[config.mk]
export PLATFORM = sky130hd
export DESIGN_NAME = julia_escape_time_pixel_flat
export DESIGN_NICKNAME = d
export VERILOG_FILES = /design/src/rtl/jet_pkg.sv /design/src/rtl/jet_if.sv /design/src/rtl/julia_escape_time_pixel.sv /design/src/rtl/jet_cfg.sv /design/src/rtl/jet_dp.sv /design/src/rtl/jet_ctrl.sv /design/src/flat_wrapper.sv
export SDC_FILE = /design/constraint.sdc
export NUM_CORES = 2
export LEC_CHECK = 0
export ABC_AREA = 1
export BUFFER_PORTS_ARGS = -buffer_cell sky130_fd_sc_hd__buf_2
export CAP_MARGIN = 40
export CORE_MARGIN = 2
export CORE_UTILIZATION = 55
export DETAILED_ROUTE_END_ITERATION = 7
export HOLD_SLACK_MARGIN = 0.03
export PLACE_DENSITY_LB_ADDON = 0.15
export SYNTH_ARGS = -nofsm -noshare
export SYNTH_HDL_FRONTEND = slang
export SYNTH_SLANG_ARGS = --single-unit
[constraint.sdc]
create_clock -name clk -period 12.8 [get_ports clk]
set_input_delay 0.64 -clock clk [delete_from_list [all_inputs] [get_ports clk]]
set_output_delay 0.64 -clock clk [all_outputs]
set_load 0.01 [all_outputs]
[src/rtl/jet_pkg.sv]
// ----------------------------------------------------------------------------
// jet_pkg: shared types and constants of the Julia escape-time pixel engine
// Fixed-point format, field widths, register indexes, datapath command codes
// and the command/status structs between controller and datapath.
// ----------------------------------------------------------------------------
package jet_pkg;

	// frame and arithmetic limits
	localparam int MAX_DIM    = 1024;
	localparam int FRAC_BITS  = 28;
	localparam int ITER_LIMIT = 1000;

	// field widths
	localparam int COORD_W = 10;
	localparam int CNT_W   = 10;
	localparam int CFG_W   = 32;
	localparam int IDX_W   = 3;

	// register indexes
	localparam logic [IDX_W-1:0] REG_C_REAL   = 3'd0;
	localparam logic [IDX_W-1:0] REG_C_IMAG   = 3'd1;
	localparam logic [IDX_W-1:0] REG_X_MIN    = 3'd2;
	localparam logic [IDX_W-1:0] REG_Y_MIN    = 3'd3;
	localparam logic [IDX_W-1:0] REG_X_STEP   = 3'd4;
	localparam logic [IDX_W-1:0] REG_Y_STEP   = 3'd5;
	localparam logic [IDX_W-1:0] REG_MAX_ITER = 3'd6;

	// shared multiplier operand selects
	localparam logic [2:0] MUL_COLX = 3'd0;
	localparam logic [2:0] MUL_ROWY = 3'd1;
	localparam logic [2:0] MUL_XY   = 3'd2;
	localparam logic [2:0] MUL_XX   = 3'd3;
	localparam logic [2:0] MUL_YY   = 3'd4;

	// configuration register file contents
	typedef struct packed {
		logic signed [29:0] c_real;
		logic signed [29:0] c_imag;
		logic signed [31:0] x_min;
		logic signed [31:0] y_min;
		logic [30:0]        x_step;
		logic [30:0]        y_step;
		logic [CNT_W-1:0]   limit;   // max_iter clamped to ITER_LIMIT
	} cfg_t;

	// controller to datapath
	typedef struct packed {
		logic       load_in;   // latch clamped col/row
		logic       mul_en;    // capture a product
		logic [2:0] mul_op;    // operand select
		logic       set_zr;    // zr from x_min + product
		logic       set_zi;    // zi from y_min + product, loop init
		logic       cap_cross; // cross term from product
		logic       cap_xx;    // real square from product
		logic       step;      // apply one z <- z*z + c update
		logic       load_out;  // load the output count register
		logic       out_zero;  // loaded count is zero (bounded)
	} cmd_t;

	// datapath to controller
	typedef struct packed {
		logic escaped;
		logic at_limit;
	} status_t;

	// saturate to signed 32 bits
	function automatic logic signed [31:0] sat32(input logic signed [63:0] v);
		logic signed [31:0] r;
		if (v > 64'sd2147483647) begin
			r = 32'sh7fffffff;
		end else if (v < -64'sd2147483648) begin
			r = 32'sh80000000;
		end else begin
			r = v[31:0];
		end
		return r;
	endfunction

endpackage

[src/rtl/jet_if.sv]
// ----------------------------------------------------------------------------
// jet_if: stream channels of the pixel engine
// Pixel coordinate channel and iteration count channel, valid/ready.
// ----------------------------------------------------------------------------
interface jet_pix_if;
	logic                         valid;
	logic                         ready;
	logic [jet_pkg::COORD_W-1:0]  col;
	logic [jet_pkg::COORD_W-1:0]  row;

	modport source(output valid, output col, output row, input ready);
	modport sink(input valid, input col, input row, output ready);
endinterface

interface jet_cnt_if;
	logic                       valid;
	logic                       ready;
	logic [jet_pkg::CNT_W-1:0]  iteration_count;

	modport source(output valid, output iteration_count, input ready);
	modport sink(input valid, input iteration_count, output ready);
endinterface

[src/rtl/julia_escape_time_pixel.sv]
// ----------------------------------------------------------------------------
// julia_escape_time_pixel: Julia-set escape-time count per pixel
// An accepted pixel walks start-point setup, then loop passes until it escapes
// or reaches the limit; its count is loaded once the output register is free.
// One pixel at a time: no new pixel is taken until the last count is loaded.
// Each pass of the loop runs three products through the one shared multiplier.
// Reset: asynchronous active-low, returns to idle with config registers at defaults.
// ----------------------------------------------------------------------------
module julia_escape_time_pixel (
	input  logic                        clk,
	input  logic                        arst_n,
	input  logic                        cfg_we,
	input  logic [jet_pkg::IDX_W-1:0]   cfg_idx,
	input  logic [jet_pkg::CFG_W-1:0]   cfg_data,
	jet_pix_if.sink                     pix_in,
	jet_cnt_if.source                   cnt_out
);

	jet_pkg::cfg_t    cfg;
	jet_pkg::cmd_t    cmd;
	jet_pkg::status_t status;

	// configuration registers
	jet_cfg u_cfg (
		.clk      (clk),
		.arst_n   (arst_n),
		.cfg_we   (cfg_we),
		.cfg_idx  (cfg_idx),
		.cfg_data (cfg_data),
		.cfg      (cfg)
	);

	// sequencer
	jet_ctrl u_ctrl (
		.clk       (clk),
		.arst_n    (arst_n),
		.in_valid  (pix_in.valid),
		.in_ready  (pix_in.ready),
		.out_valid (cnt_out.valid),
		.out_ready (cnt_out.ready),
		.status    (status),
		.cmd       (cmd)
	);

	// datapath
	jet_dp u_dp (
		.clk    (clk),
		.arst_n (arst_n),
		.cfg    (cfg),
		.cmd    (cmd),
		.col    (pix_in.col),
		.row    (pix_in.row),
		.status (status),
		.count  (cnt_out.iteration_count)
	);

	// a result is loaded only into a free output register
	a_load_free: assert property (@(posedge clk) disable iff (!arst_n)
		cmd.load_out |-> (!cnt_out.valid || cnt_out.ready))
		else $error("result loaded over a pending beat");

	// a loaded result shows up as a beat
	a_load_valid: assert property (@(posedge clk) disable iff (!arst_n)
		cmd.load_out |=> cnt_out.valid)
		else $error("loaded result not presented");

	// one pixel at a time: no accept right after an accept
	a_one_busy: assert property (@(posedge clk) disable iff (!arst_n)
		(pix_in.valid && pix_in.ready) |=> !pix_in.ready)
		else $error("input accepted while busy");

	// an update step never runs at or past the limit
	a_step_limit: assert property (@(posedge clk) disable iff (!arst_n)
		cmd.step |-> (!status.at_limit && !status.escaped))
		else $error("update step past loop exit");

endmodule

[src/rtl/jet_cfg.sv]
// ----------------------------------------------------------------------------
// jet_cfg: configuration register file
// Decodes register writes, holds reset values, clamps the iteration limit.
// ----------------------------------------------------------------------------
module jet_cfg (
	input  logic                        clk,
	input  logic                        arst_n,
	input  logic                        cfg_we,
	input  logic [jet_pkg::IDX_W-1:0]   cfg_idx,
	input  logic [jet_pkg::CFG_W-1:0]   cfg_data,
	output jet_pkg::cfg_t               cfg
);

	logic signed [29:0]          c_real_q;
	logic signed [29:0]          c_imag_q;
	logic signed [31:0]          x_min_q;
	logic signed [31:0]          y_min_q;
	logic [30:0]                 x_step_q;
	logic [30:0]                 y_step_q;
	logic [jet_pkg::CNT_W-1:0]   max_iter_q;

	// register writes; unknown indexes are dropped
	always_ff @(posedge clk or negedge arst_n) begin
		if (!arst_n) begin
			c_real_q   <= 30'sd80530637;
			c_imag_q   <= 30'sd134217728;
			x_min_q    <= -32'sd268435456;
			y_min_q    <= -32'sd268435456;
			x_step_q   <= 31'd1050628;
			y_step_q   <= 31'd1050628;
			max_iter_q <= 10'd200;
		end else if (cfg_we) begin
			unique case (cfg_idx)
				jet_pkg::REG_C_REAL:   c_real_q   <= cfg_data[29:0];
				jet_pkg::REG_C_IMAG:   c_imag_q   <= cfg_data[29:0];
				jet_pkg::REG_X_MIN:    x_min_q    <= cfg_data;
				jet_pkg::REG_Y_MIN:    y_min_q    <= cfg_data;
				jet_pkg::REG_X_STEP:   x_step_q   <= cfg_data[30:0];
				jet_pkg::REG_Y_STEP:   y_step_q   <= cfg_data[30:0];
				jet_pkg::REG_MAX_ITER: max_iter_q <= cfg_data[jet_pkg::CNT_W-1:0];
				default: ;
			endcase
		end
	end

	// outputs, limit clamped to the build-time ceiling
	always_comb begin
		cfg.c_real = c_real_q;
		cfg.c_imag = c_imag_q;
		cfg.x_min  = x_min_q;
		cfg.y_min  = y_min_q;
		cfg.x_step = x_step_q;
		cfg.y_step = y_step_q;
		if (32'(max_iter_q) > 32'(jet_pkg::ITER_LIMIT)) begin
			cfg.limit = jet_pkg::CNT_W'(jet_pkg::ITER_LIMIT);
		end else begin
			cfg.limit = max_iter_q;
		end
	end

endmodule

[src/rtl/jet_dp.sv]
// ----------------------------------------------------------------------------
// jet_dp: escape-time datapath
// One shared signed 32x32 multiplier with a product register, z registers,
// square/cross term registers, iteration counter and output count register.
// ----------------------------------------------------------------------------
module jet_dp (
	input  logic                        clk,
	input  logic                        arst_n,
	input  jet_pkg::cfg_t               cfg,
	input  jet_pkg::cmd_t               cmd,
	input  logic [jet_pkg::COORD_W-1:0] col,
	input  logic [jet_pkg::COORD_W-1:0] row,
	output jet_pkg::status_t            status,
	output logic [jet_pkg::CNT_W-1:0]   count
);

	localparam logic [jet_pkg::COORD_W-1:0] DIM_TOP =
		jet_pkg::COORD_W'(jet_pkg::MAX_DIM - 1);
	localparam logic signed [63:0] FOUR = 64'sd4 <<< jet_pkg::FRAC_BITS;

	logic [jet_pkg::COORD_W-1:0] col_q;
	logic [jet_pkg::COORD_W-1:0] row_q;
	logic signed [63:0]          prod_q;
	logic signed [31:0]          zr_q;
	logic signed [31:0]          zi_q;
	logic signed [63:0]          xx_q;
	logic signed [63:0]          cross_q;
	logic                        swap_q;
	logic [jet_pkg::CNT_W-1:0]   n_q;
	logic [jet_pkg::CNT_W-1:0]   cnt_q;

	logic signed [31:0] mul_a;
	logic signed [31:0] mul_b;
	logic signed [63:0] yy;
	logic signed [63:0] add_r;
	logic signed [63:0] add_i;

	// latch the pixel index, clamped to the frame
	always_ff @(posedge clk) begin
		if (cmd.load_in) begin
			col_q <= (32'(col) >= 32'(jet_pkg::MAX_DIM)) ? DIM_TOP : col;
			row_q <= (32'(row) >= 32'(jet_pkg::MAX_DIM)) ? DIM_TOP : row;
		end
	end

	// shared multiplier operand select
	always_comb begin
		unique case (cmd.mul_op)
			jet_pkg::MUL_COLX: begin
				mul_a = $signed({{(32-jet_pkg::COORD_W){1'b0}}, col_q});
				mul_b = $signed({1'b0, cfg.x_step});
			end
			jet_pkg::MUL_ROWY: begin
				mul_a = $signed({{(32-jet_pkg::COORD_W){1'b0}}, row_q});
				mul_b = $signed({1'b0, cfg.y_step});
			end
			jet_pkg::MUL_XY: begin
				mul_a = zr_q;
				mul_b = zi_q;
			end
			jet_pkg::MUL_XX: begin
				mul_a = zr_q;
				mul_b = zr_q;
			end
			jet_pkg::MUL_YY: begin
				mul_a = zi_q;
				mul_b = zi_q;
			end
			default: begin
				mul_a = zr_q;
				mul_b = zi_q;
			end
		endcase
	end

	// product register
	always_ff @(posedge clk) begin
		if (cmd.mul_en) begin
			prod_q <= mul_a * mul_b;
		end
	end

	// escape test and update terms; c alternates between (im, re) and (re, im)
	always_comb begin
		yy    = prod_q >>> jet_pkg::FRAC_BITS;
		add_r = swap_q ? 64'(cfg.c_real) : 64'(cfg.c_imag);
		add_i = swap_q ? 64'(cfg.c_imag) : 64'(cfg.c_real);
		status.escaped  = (xx_q + yy) > FOUR;
		status.at_limit = n_q >= cfg.limit;
	end

	// z registers, squared/cross terms and output count register
	always_ff @(posedge clk) begin
		if (cmd.set_zr) begin
			zr_q <= jet_pkg::sat32(64'(cfg.x_min) + prod_q);
		end else if (cmd.step) begin
			zr_q <= jet_pkg::sat32(xx_q - yy + add_r);
		end
		if (cmd.set_zi) begin
			zi_q <= jet_pkg::sat32(64'(cfg.y_min) + prod_q);
		end else if (cmd.step) begin
			zi_q <= jet_pkg::sat32(cross_q + add_i);
		end
		if (cmd.cap_cross) begin
			cross_q <= prod_q >>> (jet_pkg::FRAC_BITS - 1);
		end
		if (cmd.cap_xx) begin
			xx_q <= prod_q >>> jet_pkg::FRAC_BITS;
		end
		if (cmd.load_out) begin
			cnt_q <= cmd.out_zero ? '0 : n_q;
		end
	end

	// iteration counter and c swap phase
	always_ff @(posedge clk or negedge arst_n) begin
		if (!arst_n) begin
			n_q    <= '0;
			swap_q <= 1'b0;
		end else if (cmd.set_zi) begin
			n_q    <= '0;
			swap_q <= 1'b0;
		end else if (cmd.step) begin
			n_q    <= n_q + 1'b1;
			swap_q <= ~swap_q;
		end
	end

	assign count = cnt_q;

endmodule

[src/rtl/jet_ctrl.sv]
// ----------------------------------------------------------------------------
// jet_ctrl: escape-time sequencer
// Walks start-point setup and iteration passes (PXY, PXX, PYY, EVAL), issues
// datapath commands and owns the handshakes of both channels.
// ----------------------------------------------------------------------------
module jet_ctrl (
	input  logic                clk,
	input  logic                arst_n,
	input  logic                in_valid,
	output logic                in_ready,
	output logic                out_valid,
	input  logic                out_ready,
	input  jet_pkg::status_t    status,
	output jet_pkg::cmd_t       cmd
);

	localparam logic [2:0] ST_IDLE = 3'd0;
	localparam logic [2:0] ST_MX   = 3'd1;
	localparam logic [2:0] ST_MY   = 3'd2;
	localparam logic [2:0] ST_INIT = 3'd3;
	localparam logic [2:0] ST_PXY  = 3'd4;
	localparam logic [2:0] ST_PXX  = 3'd5;
	localparam logic [2:0] ST_PYY  = 3'd6;
	localparam logic [2:0] ST_EVAL = 3'd7;

	logic [2:0] state_q;
	logic [2:0] state_d;
	logic       out_valid_q;
	logic       out_free;
	logic       finish;

	assign out_free = !out_valid_q || out_ready;
	assign finish   = status.escaped || status.at_limit;

	// next state and commands
	always_comb begin
		state_d  = state_q;
		cmd      = '0;
		in_ready = 1'b0;
		unique case (state_q)
			ST_IDLE: begin
				in_ready    = 1'b1;
				cmd.load_in = in_valid;
				if (in_valid) begin
					state_d = ST_MX;
				end
			end
			ST_MX: begin
				cmd.mul_en = 1'b1;
				cmd.mul_op = jet_pkg::MUL_COLX;
				state_d    = ST_MY;
			end
			ST_MY: begin
				cmd.mul_en = 1'b1;
				cmd.mul_op = jet_pkg::MUL_ROWY;
				cmd.set_zr = 1'b1;
				state_d    = ST_INIT;
			end
			ST_INIT: begin
				cmd.set_zi = 1'b1;
				state_d    = ST_PXY;
			end
			ST_PXY: begin
				cmd.mul_en = 1'b1;
				cmd.mul_op = jet_pkg::MUL_XY;
				state_d    = ST_PXX;
			end
			ST_PXX: begin
				cmd.mul_en    = 1'b1;
				cmd.mul_op    = jet_pkg::MUL_XX;
				cmd.cap_cross = 1'b1;
				state_d       = ST_PYY;
			end
			ST_PYY: begin
				cmd.mul_en = 1'b1;
				cmd.mul_op = jet_pkg::MUL_YY;
				cmd.cap_xx = 1'b1;
				state_d    = ST_EVAL;
			end
			ST_EVAL: begin
				// escape wins over the limit; hold here while the output is full
				if (finish) begin
					if (out_free) begin
						cmd.load_out = 1'b1;
						cmd.out_zero = !status.escaped;
						state_d      = ST_IDLE;
					end
				end else begin
					cmd.step = 1'b1;
					state_d  = ST_PXY;
				end
			end
			default: state_d = ST_IDLE;
		endcase
	end

	// state register and output beat flag
	always_ff @(posedge clk or negedge arst_n) begin
		if (!arst_n) begin
			state_q     <= ST_IDLE;
			out_valid_q <= 1'b0;
		end else begin
			state_q <= state_d;
			if (cmd.load_out) begin
				out_valid_q <= 1'b1;
			end else if (out_ready) begin
				out_valid_q <= 1'b0;
			end
		end
	end

	assign out_valid = out_valid_q;

endmodule

[src/flat_wrapper.sv]
// flat-port wrapper written by rule: the top's interface ports become plain ports
module julia_escape_time_pixel_flat 
  (clk, arst_n, cfg_we, cfg_idx, cfg_data, pix_in_valid, pix_in_col, pix_in_row, pix_in_ready, cnt_out_valid, cnt_out_iteration_count, cnt_out_ready);
  jet_pix_if pix_in_i ();
  jet_cnt_if cnt_out_i ();
  input  logic clk;
  input  logic arst_n;
  input  logic cfg_we;
  input  logic [jet_pkg::IDX_W-1:0] cfg_idx;
  input  logic [jet_pkg::CFG_W-1:0] cfg_data;
  input wire logic [$bits(pix_in_i.valid)-1:0] pix_in_valid;
  input wire logic [$bits(pix_in_i.col)-1:0] pix_in_col;
  input wire logic [$bits(pix_in_i.row)-1:0] pix_in_row;
  output wire logic [$bits(pix_in_i.ready)-1:0] pix_in_ready;
  output wire logic [$bits(cnt_out_i.valid)-1:0] cnt_out_valid;
  output wire logic [$bits(cnt_out_i.iteration_count)-1:0] cnt_out_iteration_count;
  input wire logic [$bits(cnt_out_i.ready)-1:0] cnt_out_ready;
  assign pix_in_i.valid = pix_in_valid;
  assign pix_in_i.col = pix_in_col;
  assign pix_in_i.row = pix_in_row;
  assign pix_in_ready = pix_in_i.ready;
  assign cnt_out_valid = cnt_out_i.valid;
  assign cnt_out_iteration_count = cnt_out_i.iteration_count;
  assign cnt_out_i.ready = cnt_out_ready;
  julia_escape_time_pixel u_core (.clk(clk), .arst_n(arst_n), .cfg_we(cfg_we), .cfg_idx(cfg_idx), .cfg_data(cfg_data), .pix_in(pix_in_i), .cnt_out(cnt_out_i));
endmodule
==> reports/results.txt <==
The logic depth of the worst register-to-register path is 38, and the total via count after detailed routing is 71300. The height of the die came out at 378 µm. At the pin with the least slew margin, the transition time is 1.00 ns. The number of filler instances in the final layout was 13400. The tools report the count of non-filler cells in the finished layout as 12600. The congestion estimate from routability-driven global placement came to 1.05. After the last flow step, the layout net total stands at 12300.

The detail route stage leaves a number of antenna-violating nets equal to 0. Path category of the worst min-delay check: in -> reg. The via density per instance works out to 5.68.

The worst path arrival time came out at 11.39 ns. The run gives 12200 as the net count after synthesis. The launch point of the critical path was u_core.u_ctrl.state_q[2]$_DFFE_PN0P_. Synthesis handed over a netlist of 10600 instances. The flow ran to the end, but the final reports show violations. The path type of the worst setup path is reg -> reg.

The final reports fail on DRC. Setup repair after global routing left no endpoint under its margin. The largest single stage delay on the critical path is 0.72 ns. Worst hold path endpoint: u_core.u_dp.row_q[6]$_DFFE_PP_. In this run the number of H-tree levels came out at 2.

The clock period could shrink to 10.98 ns. The placeable core region is 139000 µm², and the number of detailed-routing iterations run before antenna repair is 8. Port buffering added 71 buffers.

The clock net in this run drives a total of 442 sinks. The floorplan step set the die width to 378 µm. Setup violations remaining at the end of the flow were counted as 0. Part of the cycle the worst path needs: 0.858. The startpoint identified for the worst hold timing path is pix_in_row[6]. The first global-routing pass estimated 451 mm of wire. Floorplan row count: 137.

The number of buffers added by the clock tree synthesis step was 51; the post-synthesis average cell area was 7.26 µm². The tool flagged a number of max-cap violations equal to 0. The highest attainable clock frequency came out at 91.1 MHz. Cell depth of the worst min-delay path: 1. STA puts the critical path data required time at 13.21 ns. The headroom to the max-slew limit is 0.330, and the number of ports placed on the die boundary is 72. TritonCTS built the clock tree. For the number of warning messages in the yosys log, the log shows 0. The synthesized design contains 231 enable-type register cells. The cell type of the slowest stage on the worst timing path was sky130_fd_sc_hd__clkinv_1.

The library cells used most frequently in the layout, excluding fill and tap cells, are 3259 x sky130_fd_sc_hd__nand2_1, 2316 x sky130_fd_sc_hd__inv_1, 1122 x sky130_fd_sc_hd__fa_1, 983 x sky130_fd_sc_hd__nor2_1, 467 x sky130_fd_sc_hd__ha_1. After detailed routing, the number of remaining DRC violations is 2. After global routing the overflow that remains totals 0. The number of max-slew violations in the final report was 0.

The worst setup path is captured at a flop. For the global routing usage summed across all routing layers, the log shows 0.434. The share of synthesized registers carrying an async set or reset came out at 0.477. The endpoint of the most critical register-to-register path is u_core.u_dp.prod_q[54]$_DFFE_PN_. Summed over all layers, the routed wires come to 309 mm.

The share of post-route cells with drive strength above 1 is 0.0554. The total area of sequential cells is 12300 µm², and the estimated wirelength of the detail-placed design is 254 mm. In this run the worst path has a maximum fanout of 42. The mapped netlist covers 77000 µm².

The tools report the kind of start point of the critical path as a flop. The die covers 143000 µm². The initial core utilization came out at 0.553. The sequential cell area fraction in the yosys report is 0.159. The root buffer cell chosen for the clock tree is sky130_fd_sc_hd__clkbuf_16.

Counting along the longest clock path gives a buffer depth of 3. The quantity of gates resized following cts was 0. The clock arrives with 0.0345 ns of skew.

Clock-pin slew was measured on the worst setup and hold paths at 0.07 ns. Most prevalent standard cell on the critical path: sky130_fd_sc_hd__nand2_1. The multi-input combinational cells in the finished layout cover a total of 54700 µm².

Clock latency on the worst-skew pair, taken at its later pin, is 0.67 ns. The synthesized design contains 442 register bits. Yosys mapped the design onto 66 distinct sky130hd cell types. In this run the post-CTS setup repair buffer count came out at 0.

For this run, the leading register cell type out of synthesis is sky130_fd_sc_hd__edfxtp_1. The largest net degree at the start of global routing is 94, and the area growth from synthesis to layout is 6.64%. In this run, the number of DRC markers left after iteration 0 of detailed routing was 8410. Including well taps, the total number of placed cells is 12400. Leaving out fill and tap cells, the most frequent cell in the layout is sky130_fd_sc_hd__nand2_1. The number of buffers inserted for hold repair after clock tree synthesis is 1.

For the number of global-route vias before repair, the log shows 69700. The final routed wire length divided by cell count was 24.6 µm. The tools report the slack of the worst reg-to-reg path as 1.82 ns.

For the initial antenna violation count, the log shows 25. After routing, the total negative slack on setup checks comes to 0 ns. Final hold violation count: 0. The startpoint identified for the worst register-to-register timing path is u_core.u_ctrl.state_q[2]$_DFFE_PN0P_.
## cell families after synthesis
kind of cell / Yosys count / share of synthesized area
xor+xnor: 220 / 0.0251
fa+ha+maj: 1589 / 0.368
compound gates: 881 / 0.0652
flops: 442 / 0.159
buf+inv: 2639 / 0.131
simple gates: 4829 / 0.251
## per-layer routing
| metal | track usage | wire (µm) | vias up |
|---|---|---|---|
| met2 | 0.637 | 130000 | 4318 |
| met4 | 0.250 | 21200 | 16 |
| met5 | 0 | 104 | - |
| met3 | 0.116 | 38900 | 886 |
| li1 | - | - | 31700 |
| met1 | 0.580 | 118000 | 34300 |
## Yosys cell counts, types with 71 or more instances
cell type / n / area (µm²)
sky130_fd_sc_hd__xor2_1: 157 / 1380
sky130_fd_sc_hd__o21ai_0: 391 / 1960
sky130_fd_sc_hd__ha_1: 467 / 5840
sky130_fd_sc_hd__dfrtp_1: 179 / 4480
sky130_fd_sc_hd__nor2_1: 988 / 3710
sky130_fd_sc_hd__fa_1: 1122 / 22500
sky130_fd_sc_hd__clkbuf_1: 208 / 781
sky130_fd_sc_hd__inv_1: 2316 / 8690
sky130_fd_sc_hd__a21oi_1: 285 / 1430
sky130_fd_sc_hd__nand3_1: 266 / 1330
sky130_fd_sc_hd__nand4_1: 71 / 444
sky130_fd_sc_hd__nand2_1: 3266 / 12300
sky130_fd_sc_hd__edfxtp_1: 231 / 6940
## through the flow
stage               setup slack, ns  hold slack (ns)   util  instance area [µm²]
finish                         1.82            0.158  0.590                82100
global placement               2.09            0.466  0.572                79600
detailed placement             1.95            0.474  0.576                80200
floorplan                      2.82            0.344      -                77000
global route                   1.22            0.157  0.589                82000
CTS                            1.90            0.129  0.589                82000
## flip-flops by register name, summed over array words and instances (netlist names), 30 cells and up
name	cells
u_core.u_cfg.c_imag_q	30
u_core.u_cfg.c_real_q	30
u_core.u_cfg.x_min_q	32
u_core.u_cfg.x_step_q	31
u_core.u_cfg.y_min_q	32
u_core.u_cfg.y_step_q	31
u_core.u_dp.cross_q	37
u_core.u_dp.prod_q	64
u_core.u_dp.xx_q	36
u_core.u_dp.zi_q	32
u_core.u_dp.zr_q	32
## critical path, delay by kind of cell, from the launching register on
| family | cells | cell delay, ns |
|---|---|---|
| fa+ha+maj | 9 | 4.35 |
| simple gates | 16 | 2.77 |
| compound gates | 2 | 0.67 |
| xor+xnor | 1 | 0.14 |
| buf+inv | 10 | 2.23 |
| flops | 1 | 0.54 |
## worst max-delay path by stage
stage,to,cells after the start
after CTS,u_core.u_dp.prod_q[54]$_DFFE_PN_,38
after global placement,u_core.u_dp.prod_q[45]$_DFFE_PN_,34
after floorplan,u_core.u_dp.prod_q[58]$_DFFE_PN_,31
final,u_core.u_dp.prod_q[54]$_DFFE_PN_,38
after global routing,u_core.u_dp.prod_q[54]$_DFFE_PN_,38
after detailed placement,u_core.u_dp.prod_q[54]$_DFFE_PN_,38
## layout make-up
| class | instances | share of cell area |
|---|---|---|
| Multi-Input combinational cell | 7519 | 0.667 |
| Sequential cell | 442 | 0.149 |
| Inverter | 2370 | 0.108 |
| Tap cell | 1876 | 0.0286 |
| Timing Repair Buffer | 235 | 0.0247 |
| Clock buffer | 66 | 0.0177 |
| Clock inverter | 30 | 0.00399 |
| Antenna cell | 16 | 0.000488 |
Power is left out: the tool's default activity adds up to more than one toggle a clock period on the data nets, which glitch-free logic cannot reach.
